$ cat config.mk
export PLATFORM = sky130hd
export DESIGN_NAME = log_record_reassembler_unit
export DESIGN_NICKNAME = d
export VERILOG_FILES = /design/src/rtl/lrr_pkg.sv /design/src/rtl/log_record_reassembler_unit.sv /design/src/rtl/lrr_core.sv /design/src/rtl/lrr_outq.sv
export VERILOG_INCLUDE_DIRS = /design/src /design/src/rtl
export SDC_FILE = /design/constraint.sdc
export NUM_CORES = 2
export LEC_CHECK = 0
export BUFFER_PORTS_ARGS = -buffer_cell sky130_fd_sc_hd__buf_2
export CAP_MARGIN = 40
export CORE_AREA = 2 2 169 337
export CTS_CLUSTER_DIAMETER = 100
export DETAILED_ROUTE_END_ITERATION = 8
export DIE_AREA = 0 0 171 339
export PLACE_DENSITY = 0.77
export SLEW_MARGIN = 40
export SYNTH_ARGS = -nofsm -noshare
export SYNTH_HDL_FRONTEND = slang
export SYNTH_SLANG_ARGS = --single-unit
export TNS_END_PERCENT = 100
$ cat constraint.sdc
create_clock -name clk -period 10.4 [get_ports clk]
set_input_delay 1.56 -clock clk [delete_from_list [all_inputs] [get_ports clk]]
set_output_delay 1.56 -clock clk [all_outputs]
set_load 0.02 [all_outputs]
$ cat src/rtl/log_record_reassembler_unit_assert.svh
// Assertion macros for the log record reassembler result buffer.
`ifndef LOG_RECORD_REASSEMBLER_UNIT_ASSERT_SVH
`define LOG_RECORD_REASSEMBLER_UNIT_ASSERT_SVH

// Checks a property on every clock edge outside reset.
`define LRR_ASSERT(lbl, prop, msg) \
	lbl: assert property (@(posedge clk) disable iff (!arst_n) (prop)) else $error(msg);

// Checks that a condition implies another one in the same cycle.
`define LRR_ASSERT_IMPL(lbl, ante, cons, msg) \
	lbl: assert property (@(posedge clk) disable iff (!arst_n) (ante) |-> (cons)) \
		else $error(msg);

`endif

$ cat src/rtl/lrr_pkg.sv
// Types, constants and the CRC32C byte step of the log record reassembler.
package lrr_pkg;

	localparam int OFFW = 48;
	localparam int BLOCK_SIZE = 32768;
	localparam int HEADER_SIZE = 7;
	localparam int BPW = $clog2(BLOCK_SIZE);
	localparam int MAX_RES = 3;
	localparam logic [31:0] CRC_POLY = 32'h82F63B78;
	localparam logic [31:0] CRC_MASK_DELTA = 32'ha282ead8;

	localparam logic REG_INITIAL_OFFSET = 1'b0;
	localparam logic REG_CHECKSUM_ENABLE = 1'b1;

	localparam logic [7:0] TYPE_FULL = 8'd1;
	localparam logic [7:0] TYPE_FIRST = 8'd2;
	localparam logic [7:0] TYPE_MIDDLE = 8'd3;
	localparam logic [7:0] TYPE_LAST = 8'd4;

	typedef enum logic [1:0] {
		PH_HEADER = 2'd0,
		PH_PAYLOAD = 2'd1,
		PH_SKIP = 2'd2
	} phase_t;

	typedef enum logic [1:0] {
		KIND_DATA = 2'd0,
		KIND_COMMIT = 2'd1,
		KIND_ABORT = 2'd2,
		KIND_END = 2'd3
	} kind_t;

	typedef struct packed {
		kind_t kind;
		logic [7:0] payload_byte;
		logic [OFFW-1:0] record_offset;
		logic last;
	} result_t;

	function automatic logic [31:0] crc_byte(input logic [31:0] c_in, input logic [7:0] b);
		logic [31:0] c;
		c = c_in ^ {24'd0, b};
		for (int i = 0; i < 8; i++) begin
			c = (c >> 1) ^ (CRC_POLY & {32{c[0]}});
		end
		return c;
	endfunction

endpackage

$ cat src/rtl/log_record_reassembler_unit.sv
// Top level of the log record reassembler.
// The block parses a block-structured log file one byte per item and rebuilds
// its records, giving tentative payload bytes, commits with the record's first
// header offset, aborts and a final end-of-log result. An item with at most
// one result is accepted every cycle while out_ready is high; one with more
// (up to three) holds the input until only its last result waits, as the
// three-entry result buffer hands out one result per cycle while out_ready
// is high. The per-byte CRC32C step and parser state update are combinational
// between the input handshake and the result buffer. No clearing pass runs after
// reset. After the byte marked last, items are accepted with no results until reset.
module log_record_reassembler_unit (
	input  logic clk,
	input  logic arst_n,
	input  logic cfg_wr_en,
	input  logic cfg_index,
	input  logic [lrr_pkg::OFFW-1:0] cfg_wdata,
	input  logic in_valid,
	output logic in_ready,
	input  logic [7:0] data_byte,
	input  logic is_last_byte,
	output logic out_valid,
	input  logic out_ready,
	output logic [1:0] kind,
	output logic [7:0] payload_byte,
	output logic [lrr_pkg::OFFW-1:0] record_offset,
	output logic last
);
	import lrr_pkg::*;

	logic accept;
	logic [1:0] res_cnt;
	result_t res [MAX_RES];
	result_t out_res;

	assign accept = in_valid && in_ready;

	lrr_core u_core (
		.clk(clk), .arst_n(arst_n),
		.cfg_wr_en(cfg_wr_en), .cfg_index(cfg_index), .cfg_wdata(cfg_wdata),
		.accept(accept), .data_byte(data_byte), .is_last_byte(is_last_byte),
		.res_cnt(res_cnt), .res(res)
	);

	lrr_outq u_outq (
		.clk(clk), .arst_n(arst_n),
		.load(accept), .load_cnt(res_cnt), .load_res(res),
		.out_ready(out_ready), .in_ready(in_ready),
		.out_valid(out_valid), .out_res(out_res)
	);

	assign kind = out_res.kind;
	assign payload_byte = out_res.payload_byte;
	assign record_offset = out_res.record_offset;
	assign last = out_res.last;

endmodule

$ cat src/rtl/lrr_core.sv
// Parser state and the per-byte step that produces up to three results.
module lrr_core (
	input  logic clk,
	input  logic arst_n,
	input  logic cfg_wr_en,
	input  logic cfg_index,
	input  logic [lrr_pkg::OFFW-1:0] cfg_wdata,
	input  logic accept,
	input  logic [7:0] data_byte,
	input  logic is_last_byte,
	output logic [1:0] res_cnt,
	output lrr_pkg::result_t res [lrr_pkg::MAX_RES]
);
	import lrr_pkg::*;

	logic [OFFW-1:0] init_q, fpos_q, poff_q, choff_q;
	logic [OFFW:0] start_q;
	logic chk_q;
	logic [BPW-1:0] bpos_q;
	phase_t phase_q;
	logic [55:0] hshift_q;
	logic [2:0] hcnt_q;
	logic [15:0] prem_q;
	logic [31:0] crc_q;
	logic [7:0] rtype_q;
	logic infrag_q, resync_q, tpend_q, emitc_q, ended_q;

	logic [OFFW-1:0] fpos_d, poff_d, choff_d;
	logic [BPW-1:0] bpos_d;
	phase_t phase_d;
	logic [55:0] hshift_d;
	logic [2:0] hcnt_d;
	logic [15:0] prem_d;
	logic [31:0] crc_d;
	logic [7:0] rtype_d;
	logic infrag_d, resync_d, tpend_d, emitc_d, ended_d;

	logic [OFFW-1:0] cfg_in_blk;
	logic [OFFW:0] cfg_start;

	// The parse start is the block holding the initial offset, or the next one
	// when the offset sits in a block's last five bytes. The extra bit keeps a
	// start past the top of the offset range from wrapping to zero.
	always_comb begin
		cfg_in_blk = cfg_wdata % OFFW'(BLOCK_SIZE);
		cfg_start = {1'b0, cfg_wdata - cfg_in_blk};
		if (cfg_in_blk > OFFW'(BLOCK_SIZE - 6)) begin
			cfg_start = cfg_start + (OFFW+1)'(BLOCK_SIZE);
		end
	end

	always_comb begin
		logic [1:0] n;
		logic do_finish, do_bad, bad_skip, drop, crc_ok, off_ok;
		logic [17:0] hs;
		logic [15:0] len;
		logic [7:0] typ;
		logic [31:0] c, masked;
		logic [BPW:0] bnext;

		fpos_d = fpos_q; bpos_d = bpos_q; phase_d = phase_q; hshift_d = hshift_q;
		hcnt_d = hcnt_q; prem_d = prem_q; crc_d = crc_q; rtype_d = rtype_q;
		infrag_d = infrag_q; resync_d = resync_q; tpend_d = tpend_q; emitc_d = emitc_q;
		poff_d = poff_q; choff_d = choff_q; ended_d = ended_q;
		n = 2'd0; do_finish = 1'b0; do_bad = 1'b0; bad_skip = 1'b0; drop = 1'b0;
		crc_ok = 1'b1; off_ok = 1'b1; c = '0; masked = '0;
		hs = '0; len = '0; typ = '0; bnext = '0;
		for (int i = 0; i < MAX_RES; i++) begin
			res[i] = '{kind: KIND_DATA, payload_byte: 8'd0, record_offset: '0, last: 1'b0};
		end

		if (!ended_q) begin
			if ({1'b0, fpos_q} >= start_q) begin
				case (phase_q)
					PH_HEADER: begin
						if (hcnt_q == 3'd0) begin
							if (18'(BLOCK_SIZE) - {{(18-BPW){1'b0}}, bpos_q} < 18'(HEADER_SIZE)) begin
								phase_d = PH_SKIP;
							end else begin
								choff_d = fpos_q;
								hshift_d = '0;
							end
						end
						if (phase_d == PH_HEADER) begin
							hshift_d = {data_byte, hshift_d[55:8]};
							hcnt_d = hcnt_d + 3'd1;
							if (hcnt_d >= 3'(HEADER_SIZE)) begin
								hcnt_d = 3'd0;
								hs = {{(18-BPW){1'b0}}, bpos_q} - 18'(HEADER_SIZE - 1);
								len = hshift_d[47:32];
								typ = hshift_d[55:48];
								off_ok = choff_d >= init_q;
								if (18'(HEADER_SIZE) + {2'b0, len} > 18'(BLOCK_SIZE) - hs) begin
									do_bad = 1'b1; bad_skip = 1'b1;
								end else if (typ == 8'd0 && len == 16'd0) begin
									// Zero padding fills the rest of the block.
									do_bad = 1'b1; bad_skip = 1'b1;
								end else begin
									rtype_d = typ;
									if (typ != TYPE_MIDDLE && typ != TYPE_LAST) begin
										if (tpend_d) begin
											res[n].kind = KIND_ABORT;
											n = n + 2'd1;
											tpend_d = 1'b0;
										end
										infrag_d = 1'b0;
									end
									if (typ == TYPE_FULL || typ == TYPE_FIRST) begin
										emitc_d = off_ok;
									end else if (typ == TYPE_MIDDLE || typ == TYPE_LAST) begin
										emitc_d = infrag_d && off_ok;
									end else begin
										emitc_d = 1'b0;
									end
									crc_d = crc_byte(32'hffffffff, typ);
									prem_d = len;
									if (len == 16'd0) begin
										do_finish = 1'b1;
									end else begin
										phase_d = PH_PAYLOAD;
									end
								end
							end
						end
					end
					PH_PAYLOAD: begin
						if (emitc_q) begin
							res[n].kind = KIND_DATA;
							res[n].payload_byte = data_byte;
							n = n + 2'd1;
							tpend_d = 1'b1;
						end
						crc_d = crc_byte(crc_q, data_byte);
						if (prem_d != 16'd0) begin
							prem_d = prem_d - 16'd1;
						end
						if (prem_d == 16'd0) begin
							do_finish = 1'b1;
						end
					end
					default: ;
				endcase
			end

			if (do_finish) begin
				c = ~crc_d;
				masked = {c[14:0], c[31:15]} + CRC_MASK_DELTA;
				crc_ok = !chk_q || (masked == hshift_d[31:0]);
				off_ok = choff_d >= init_q;
				if (!crc_ok || !off_ok) begin
					do_bad = 1'b1;
					bad_skip = !crc_ok;
				end else begin
					phase_d = PH_HEADER;
					// While resyncing, trailing pieces of a record cut by the start
					// point are discarded.
					if (resync_d) begin
						if (rtype_d == TYPE_MIDDLE) begin
							drop = 1'b1;
						end else begin
							resync_d = 1'b0;
							if (rtype_d == TYPE_LAST) drop = 1'b1;
						end
					end
					if (!drop) begin
						case (rtype_d)
							TYPE_FULL: begin
								res[n].kind = KIND_COMMIT;
								res[n].record_offset = choff_d;
								n = n + 2'd1;
								tpend_d = 1'b0;
								infrag_d = 1'b0;
							end
							TYPE_FIRST: begin
								poff_d = choff_d;
								infrag_d = 1'b1;
							end
							TYPE_MIDDLE: ;
							TYPE_LAST: begin
								if (infrag_d) begin
									res[n].kind = KIND_COMMIT;
									res[n].record_offset = poff_d;
									n = n + 2'd1;
									tpend_d = 1'b0;
									infrag_d = 1'b0;
								end
							end
							default: begin
								if (tpend_d) begin
									res[n].kind = KIND_ABORT;
									n = n + 2'd1;
									tpend_d = 1'b0;
								end
								infrag_d = 1'b0;
							end
						endcase
					end
				end
			end

			if (do_bad) begin
				resync_d = 1'b0;
				if (tpend_d) begin
					res[n].kind = KIND_ABORT;
					n = n + 2'd1;
					tpend_d = 1'b0;
				end
				infrag_d = 1'b0;
				phase_d = bad_skip ? PH_SKIP : PH_HEADER;
			end

			bnext = {1'b0, bpos_q} + (BPW+1)'(1);
			if (bnext >= (BPW+1)'(BLOCK_SIZE)) begin
				bpos_d = '0;
				if (phase_d == PH_SKIP) phase_d = PH_HEADER;
			end else begin
				bpos_d = bnext[BPW-1:0];
			end
			fpos_d = fpos_q + OFFW'(1);

			if (is_last_byte) begin
				if (tpend_d) begin
					res[n].kind = KIND_ABORT;
					n = n + 2'd1;
					tpend_d = 1'b0;
				end
				infrag_d = 1'b0;
				res[n].kind = KIND_END;
				n = n + 2'd1;
				ended_d = 1'b1;
			end
			if (n != 2'd0) begin
				res[n - 2'd1].last = 1'b1;
			end
		end
		res_cnt = n;
	end

	always_ff @(posedge clk or negedge arst_n) begin
		if (!arst_n) begin
			init_q <= '0; start_q <= '0; chk_q <= 1'b1;
			fpos_q <= '0; bpos_q <= '0; phase_q <= PH_HEADER; hshift_q <= '0;
			hcnt_q <= '0; prem_q <= '0; crc_q <= 32'hffffffff; rtype_q <= '0;
			infrag_q <= 1'b0; resync_q <= 1'b0; tpend_q <= 1'b0; emitc_q <= 1'b0;
			poff_q <= '0; choff_q <= '0; ended_q <= 1'b0;
		end else if (cfg_wr_en) begin
			case (cfg_index)
				REG_INITIAL_OFFSET: begin
					init_q <= cfg_wdata;
					start_q <= cfg_start;
					resync_q <= cfg_wdata != '0;
				end
				REG_CHECKSUM_ENABLE: chk_q <= cfg_wdata[0];
				default: ;
			endcase
		end else if (accept) begin
			fpos_q <= fpos_d; bpos_q <= bpos_d; phase_q <= phase_d; hshift_q <= hshift_d;
			hcnt_q <= hcnt_d; prem_q <= prem_d; crc_q <= crc_d; rtype_q <= rtype_d;
			infrag_q <= infrag_d; resync_q <= resync_d; tpend_q <= tpend_d;
			emitc_q <= emitc_d; poff_q <= poff_d; choff_q <= choff_d; ended_q <= ended_d;
		end
	end

endmodule

$ cat src/rtl/lrr_outq.sv
// Result buffer that holds the results of one item and hands them out in order.
module lrr_outq (
	input  logic clk,
	input  logic arst_n,
	input  logic load,
	input  logic [1:0] load_cnt,
	input  lrr_pkg::result_t load_res [lrr_pkg::MAX_RES],
	input  logic out_ready,
	output logic in_ready,
	output logic out_valid,
	output lrr_pkg::result_t out_res
);
	import lrr_pkg::*;

	`include "log_record_reassembler_unit_assert.svh"

	result_t entry_q [MAX_RES];
	logic [1:0] cnt_q, head_q;

	assign out_valid = cnt_q != 2'd0;
	assign out_res = entry_q[head_q];
	// A new item may enter when the buffer is empty or its last result leaves in this cycle.
	assign in_ready = (cnt_q == 2'd0) || (cnt_q == 2'd1 && out_ready);

	always_ff @(posedge clk or negedge arst_n) begin
		if (!arst_n) begin
			cnt_q <= '0;
			head_q <= '0;
		end else if (load) begin
			cnt_q <= load_cnt;
			head_q <= '0;
		end else if (out_valid && out_ready) begin
			cnt_q <= cnt_q - 2'd1;
			head_q <= head_q + 2'd1;
		end
	end

	always_ff @(posedge clk) begin
		if (load) begin
			entry_q <= load_res;
		end
	end

	`LRR_ASSERT(a_head_range, (({1'b0, head_q} + {1'b0, cnt_q}) <= 3'd3), "result index overrun")
	`LRR_ASSERT_IMPL(a_load_drained, load, (cnt_q == 2'd0 || (cnt_q == 2'd1 && out_ready)), "load over pending result")
	`LRR_ASSERT_IMPL(a_final_last, (out_valid && cnt_q == 2'd1), out_res.last, "final result lacks last")

endmodule
# Word level (Yosys, flattened, before mapping)
# Cells that the tools add are included.
[word_totals] inputBits=63 regBits=560 out_inout_bits=61 wordCells=391
[op_classes] add_sub_neg=18 bitwise_logic=32 magnitude_cmp=19 n_reduce_logical=47 mux=221 n_eq_ne=21
[ops] cell="177-bit two-way mux" n=15
[ops] cell="177-bit bitwise mux" n=8
[ops] cell="59-bit demux with 2-bit select" n=6
[ops] cell="177-bit case mux with 3 select lines" n=1
[ops] cell="31-bit by 32-bit XOR with 32-bit output" n=16
[ops] cell="56-bit two-way mux" n=9
[ops] cell="48-bit two-way mux" n=8
[ops] cell="59-bit two-way mux" n=6
[ops] cell="32-bit two-way mux" n=6
[ops] cell="16-bit two-way mux" n=8
[ops] cell="59-bit binary-select mux with 2-bit select" n=1
[ops] cell="2-bit two-way mux" n=51
[ops] cell="49-bit two-way mux" n=2
[ops] cell="48-bit >= comparator" n=2
[ops] cell="1-bit two-way mux" n=78
[ops] cell="8-bit two-way mux" n=9
[ops] cell="32-bit case mux with 2 select lines" n=1
[ops] cell="48-bit by 16-bit adder with 49-bit output (second input constant)" n=1
[ops] cell="48-bit by 49-bit >= comparator with 1-bit output" n=1
[ops] cell="48-bit by 1-bit adder with 48-bit output (second input constant)" n=1
[ops] cell="48-bit nonzero test" n=1
[ops] cell="48-bit by 15-bit subtractor with 48-bit output" n=1
[ops] cell="32-bit adder (second input constant)" n=1
[ops] cell="32-bit == test" n=1
[ops] cell="other kinds (54)" n=124

# Logic depth before layout (Yosys ltp)
[depth] ltp_word=48 depth_mapped=50 ltp_nobuf=45

# Cells and area by module
# Synthesis repeated with hierarchy kept, for this count alone.
[unflattened] hier_cells=3708 area_unflattened_um2=34845.9
[modules_own_cells] mod="lrr_core" cells_each=3308 area_each_um2=27973.1 n_inst=1 seq_area_each_um2=9150.0
[modules_own_cells] mod="lrr_outq" cells_each=399 area_each_um2=6866.6 n_inst=1 seq_area_each_um2=5415.2
[modules_own_cells] mod="log_record_reassembler_unit" cells_each=1 area_each_um2=6.3 n_inst=1 seq_area_each_um2=0.0

# Least setup slack after synthesis
# Ideal clock, no wire load.
[synth_path] path_kind="flip-flop to flip-flop" start="register u_core.bpos_q[2]" end="register u_outq.entry_q[176] in the netlist's numbering (data pin)" setup_ps=272 stages_incl_launch_ff=47 arrival_time_ps=10200 setup_slack_ps=-72 cell_sequence="dfrtp_1 clkbuf_1 inv_1 ha_1 nor2b_1 clkbuf_1 a21oi_1 a311o_1 a211o_1 a21oi_1 nand2b_1 clkbuf_1 clkbuf_1 nand2_1 ha_1 nand2b_1 and3_1 nand3_1 [... 11 more ...] o21ai_0 nand3_1 a211oi_4 xnor2_1 or4b_1 nor4_2 a31oi_2 nor2_4 mux2i_1 inv_1 ha_1 a32oi_1 ha_1 nand2_1 o21ai_0 ha_1 a222oi_1 a31oi_1"
[synth_between] elab_chain_cells=45
[synth_lines] item="from (decl)" line_no="lrr_core.sv:19" text="logic [BPW-1:0] bpos_q;"
[synth_lines] item="from (signal assigned)" line_no="lrr_core.sv:257" text="fpos_q <= fpos_d; bpos_q <= bpos_d; phase_q <= phase_d; hshift_q <= hshift_d;"
[synth_lines] item="branches (longest 44 deep; another with 18-bit by 3-bit < comparator with 1-bit output)"
[synth_lines] item="177-bit two-way mux (*)" line_no="lrr_core.sv:232" text="if (n != 2'd0) begin"
[synth_lines] item="to (signal assigned)" line_no="lrr_outq.sv:40" text="entry_q <= load_res;"
[synth_lines] item="to (decl)" line_no="lrr_outq.sv:17" text="result_t entry_q [MAX_RES];"
# Every way passes the cells marked *. The select of a mux whose other input is x is not followed.
# A chain may end at the register's enable or synchronous reset.

# Worst setup path in the final report
[layout_path] start="register u_core.bpos_q[1]" end="register u_outq.entry_q[176] in the netlist's numbering (data pin)"
# The elaborated chain is that of the path after synthesis.

==> results.cfg <==
[timing]
finalSetupViolCount = 0
min_period_over_period_pct = 94.7
slew_violations = 0
rsz0062_at_grt = false
tightest_slew_ps = 946
final.min_clock_period_ps = 9850
fmax_mhz = 102
setup_ws_ps = 549
fin_skew_ps = 31.2
max-slew-margin-rel_pct = 36.9
hold_viol = 0

[critical_path]
cp.arrival_ps = 10180
cp_slowest_stage_delay_ps = 520
critPathKind = reg -> reg
path_max_fanout = 13
cpMaxStageDelayCell = nor3_1
critPathRequiredTime_ps = 10730
startpoint_type = flip-flop
critPathCaptureType = flip-flop

[job]
cap_violations = 0

[synthesis]
synthArstFlopShare_pct = 76.5
yosys_register_bits = 481
syn-cell-area_um2 = 31300
synth_area_per_cell_um2 = 9.14
synth_edf_count = 113
yosysSeqAreaShare_pct = 40.4
synthFlopType = dfrtp_1
ys_warn_count = 0
syn_inst = 3423
syn-num-nets = 3668
yosysUniqueCellTypes = 101

[global_route]
grt_pass1_vias = 28500
grt_usage_pct = 41.8
overflow = 0
antenna_found_initial = 12
grt_max_degree = 98
grt_pass1_wl_um = 176000

[clock_network]
numCtsBuffers = 46
htreeDepth = 2
cts_buffer_depth = 3
clk_latency_ps = 600
cts_tree = yes
path_clk_slew_ps = 70
clock-sinks = 481
cts_root_buffer = clkbuf_16

[detailed_routing]
num_vias = 27800
drc_errors = 0
firstDrtPassIters = 6
via_per_inst = 6.40
wire_per_inst_um = 27.2
drtIter0Drc = 2240
wl_um = 118000
ant_nets = 0

[placement]
io_buffers = 123
placed_area_um2 = 33300
hpwlAfterDp_um = 86700
routabilityCongestion = 1.11
pre_cts_ws_ps = -25.9

[die]
die_h_um = 339
num_rows = 122
dieArea_um2 = 58000
start_util_pct = 56.6
die_w_um = 171
ios = 124
coreArea_um2 = 55300

[cells_and_area]
fin_area_um2 = 35200
syn2layout_area_growth_pct = 12.5
final_util_pct = 63.7
fin_nets = 3802
drive_above_1_share_pct = 14.0

[pwr]
powerDensity_nw_per_um2 = 184
p_leak_nw = 15.7
irDropWorstVdd_mv = 0.212

[outcome]
run_status = complete, no violations

[hold_path]
hp-class = reg -> reg
[kinds of logic (layout without fill, tap and decap cells)]
group,count (synthesis),in the layout,synth area share [%]
simple gates,1124,1124,16.6
xor+xnor,299,299,8.75
compound gates,823,823,17.2
mux,159,159,5.32
buf+inv,354,526,4.51
other cells,1,8,0.0120
flops,481,481,40.4
fa+ha+maj,182,182,7.28
[stage by stage]
stage	total power [mW]	TNS, ps	hold WS (ps)	std cells
6_report	6.47	0	481	4346
2_1_floorplan	3.75	0	450	3423
5_1_grt	6.72	0	508	4339
4_1_cts	6.30	0	484	4328
3_3_place_gp	4.50	0	461	4239
3_5_place_dp	4.52	-25.9	470	4242
[critical path, delay by kind of cell (launching register included)]
family / cells / cell delay, ps
and+or+nand+nor: 18 / 3620
DFF: 1 / 390
buffers and inverters: 6 / 1030
AOI/OAI and AO/OA: 12 / 2750
muxes: 1 / 230
xor gates and xnor gates: 1 / 180
adders and majority gates: 5 / 1370
[synth_stat cells (all sizes together), types with 17 or more instances]
cell type    n  area [µm²]
nand2      368        1380
nor2       361        1360
dfrtp      335        8380
o21ai      266        1330
xnor2      204        1810
ha         182        2280
inv        181         679
a21oi      174         875
clkbuf     124         465
edfxtp     113        3390
mux2i      100        1000
a22oi       93         708
xor2        88         771
nand3       76         398
nand4       62         388
mux2        59         664
nor3        56         280
buf         48         263
a21o        39         293
nor4        36         265
and3        34         213
a32o        33         330
dfstp       33         867
and2        30         188
nor2b       29         181
nand2b      26         163
a22o        24         210
a211oi      21         210
a31oi       19         125
o211ai      17         128
[power by group]
part	total, mW	internal, mW	leakage [nW]	switching [mW]
Sequential	2.30	2.16	5.93	0.140
Combinational	2.38	0.832	9.05	1.55
Clock	1.78	1.01	0.763	0.778
[per-layer routing]
layer  track usage, %  vias to the layer above  routed length (µm)
li1                 -                    12400                   -
met1             37.9                    13400               35500
met2             69.3                     1264               57900
met3             13.5                      689                8990
met4             43.8                       14               15900
met5                0                        -                  95
[area by class of cell]
class	instances	area (µm²)
Antenna cell	7	17.5
Fill cell	4779	20100
Inverter	182	686
Sequential cell	481	12700
Multi-Input combinational cell	2588	17600
Timing Repair Buffer	258	1740
Clock inverter	19	273
Tap cell	744	931
Clock buffer	67	1300
[final timing paths]
kind	startpoint	end	slack, ps	depth (start not counted)
max in group asynchronous	arst_n	u_outq.head_q[1]	8030	3
setup / recovery	u_core.bpos_q[1]	u_outq.entry_q[176]	550	43
hold reg to reg	u_core.start_q[36]	u_core.start_q[36]	480	2
min in group asynchronous	arst_n	u_core.start_q[36]	960	1
setup reg to reg	u_core.bpos_q[1]	u_outq.entry_q[176]	550	43
hold / removal	u_core.start_q[36]	u_core.start_q[36]	480	2
[registers in the layout, indices dropped and copies added (netlist names), 2 cells and up]
name	count
u_outq.entry_q	113
u_core.hshift_q	56
u_core.choff_q	48
u_core.fpos_q	48
u_core.init_q	48
u_core.poff_q	48
u_core.start_q	34
u_core.crc_q	32
u_core.prem_q	16
u_core.bpos_q	15
u_core.rtype_q	8
u_core.hcnt_q	3
u_core.phase_q	2
u_outq.cnt_q	2
u_outq.head_q	2
[cells in the final DEF (no fill, tap or decap), drive strengths merged, types with 34 or more instances in the layout]
cell type and instances:
nand3 76, nand4 62, buf 257, nor4 36
mux2i 100, inv 183, nor3 56, a22oi 93
nor2 361, a21oi 174, xor2 88, edfxtp 113
clkbuf 68, dfrtp 335, nand2 368, and3 34
xnor2 204, a21o 39, o21ai 266, ha 182
mux2 59
[what timing repair did]
| item | 4_1_cts | 5_1_grt |
|---|---|---|
| buffers inserted | 0 | 8 |
| hold buffers | 0 | 0 |
| endpoints found under the setup margin | 2 | 106 |
| gates resized for setup | 2 | 27 |
| pin swaps | 0 | 11 |
No activity file was read; power rests on OpenSTA's default activity.
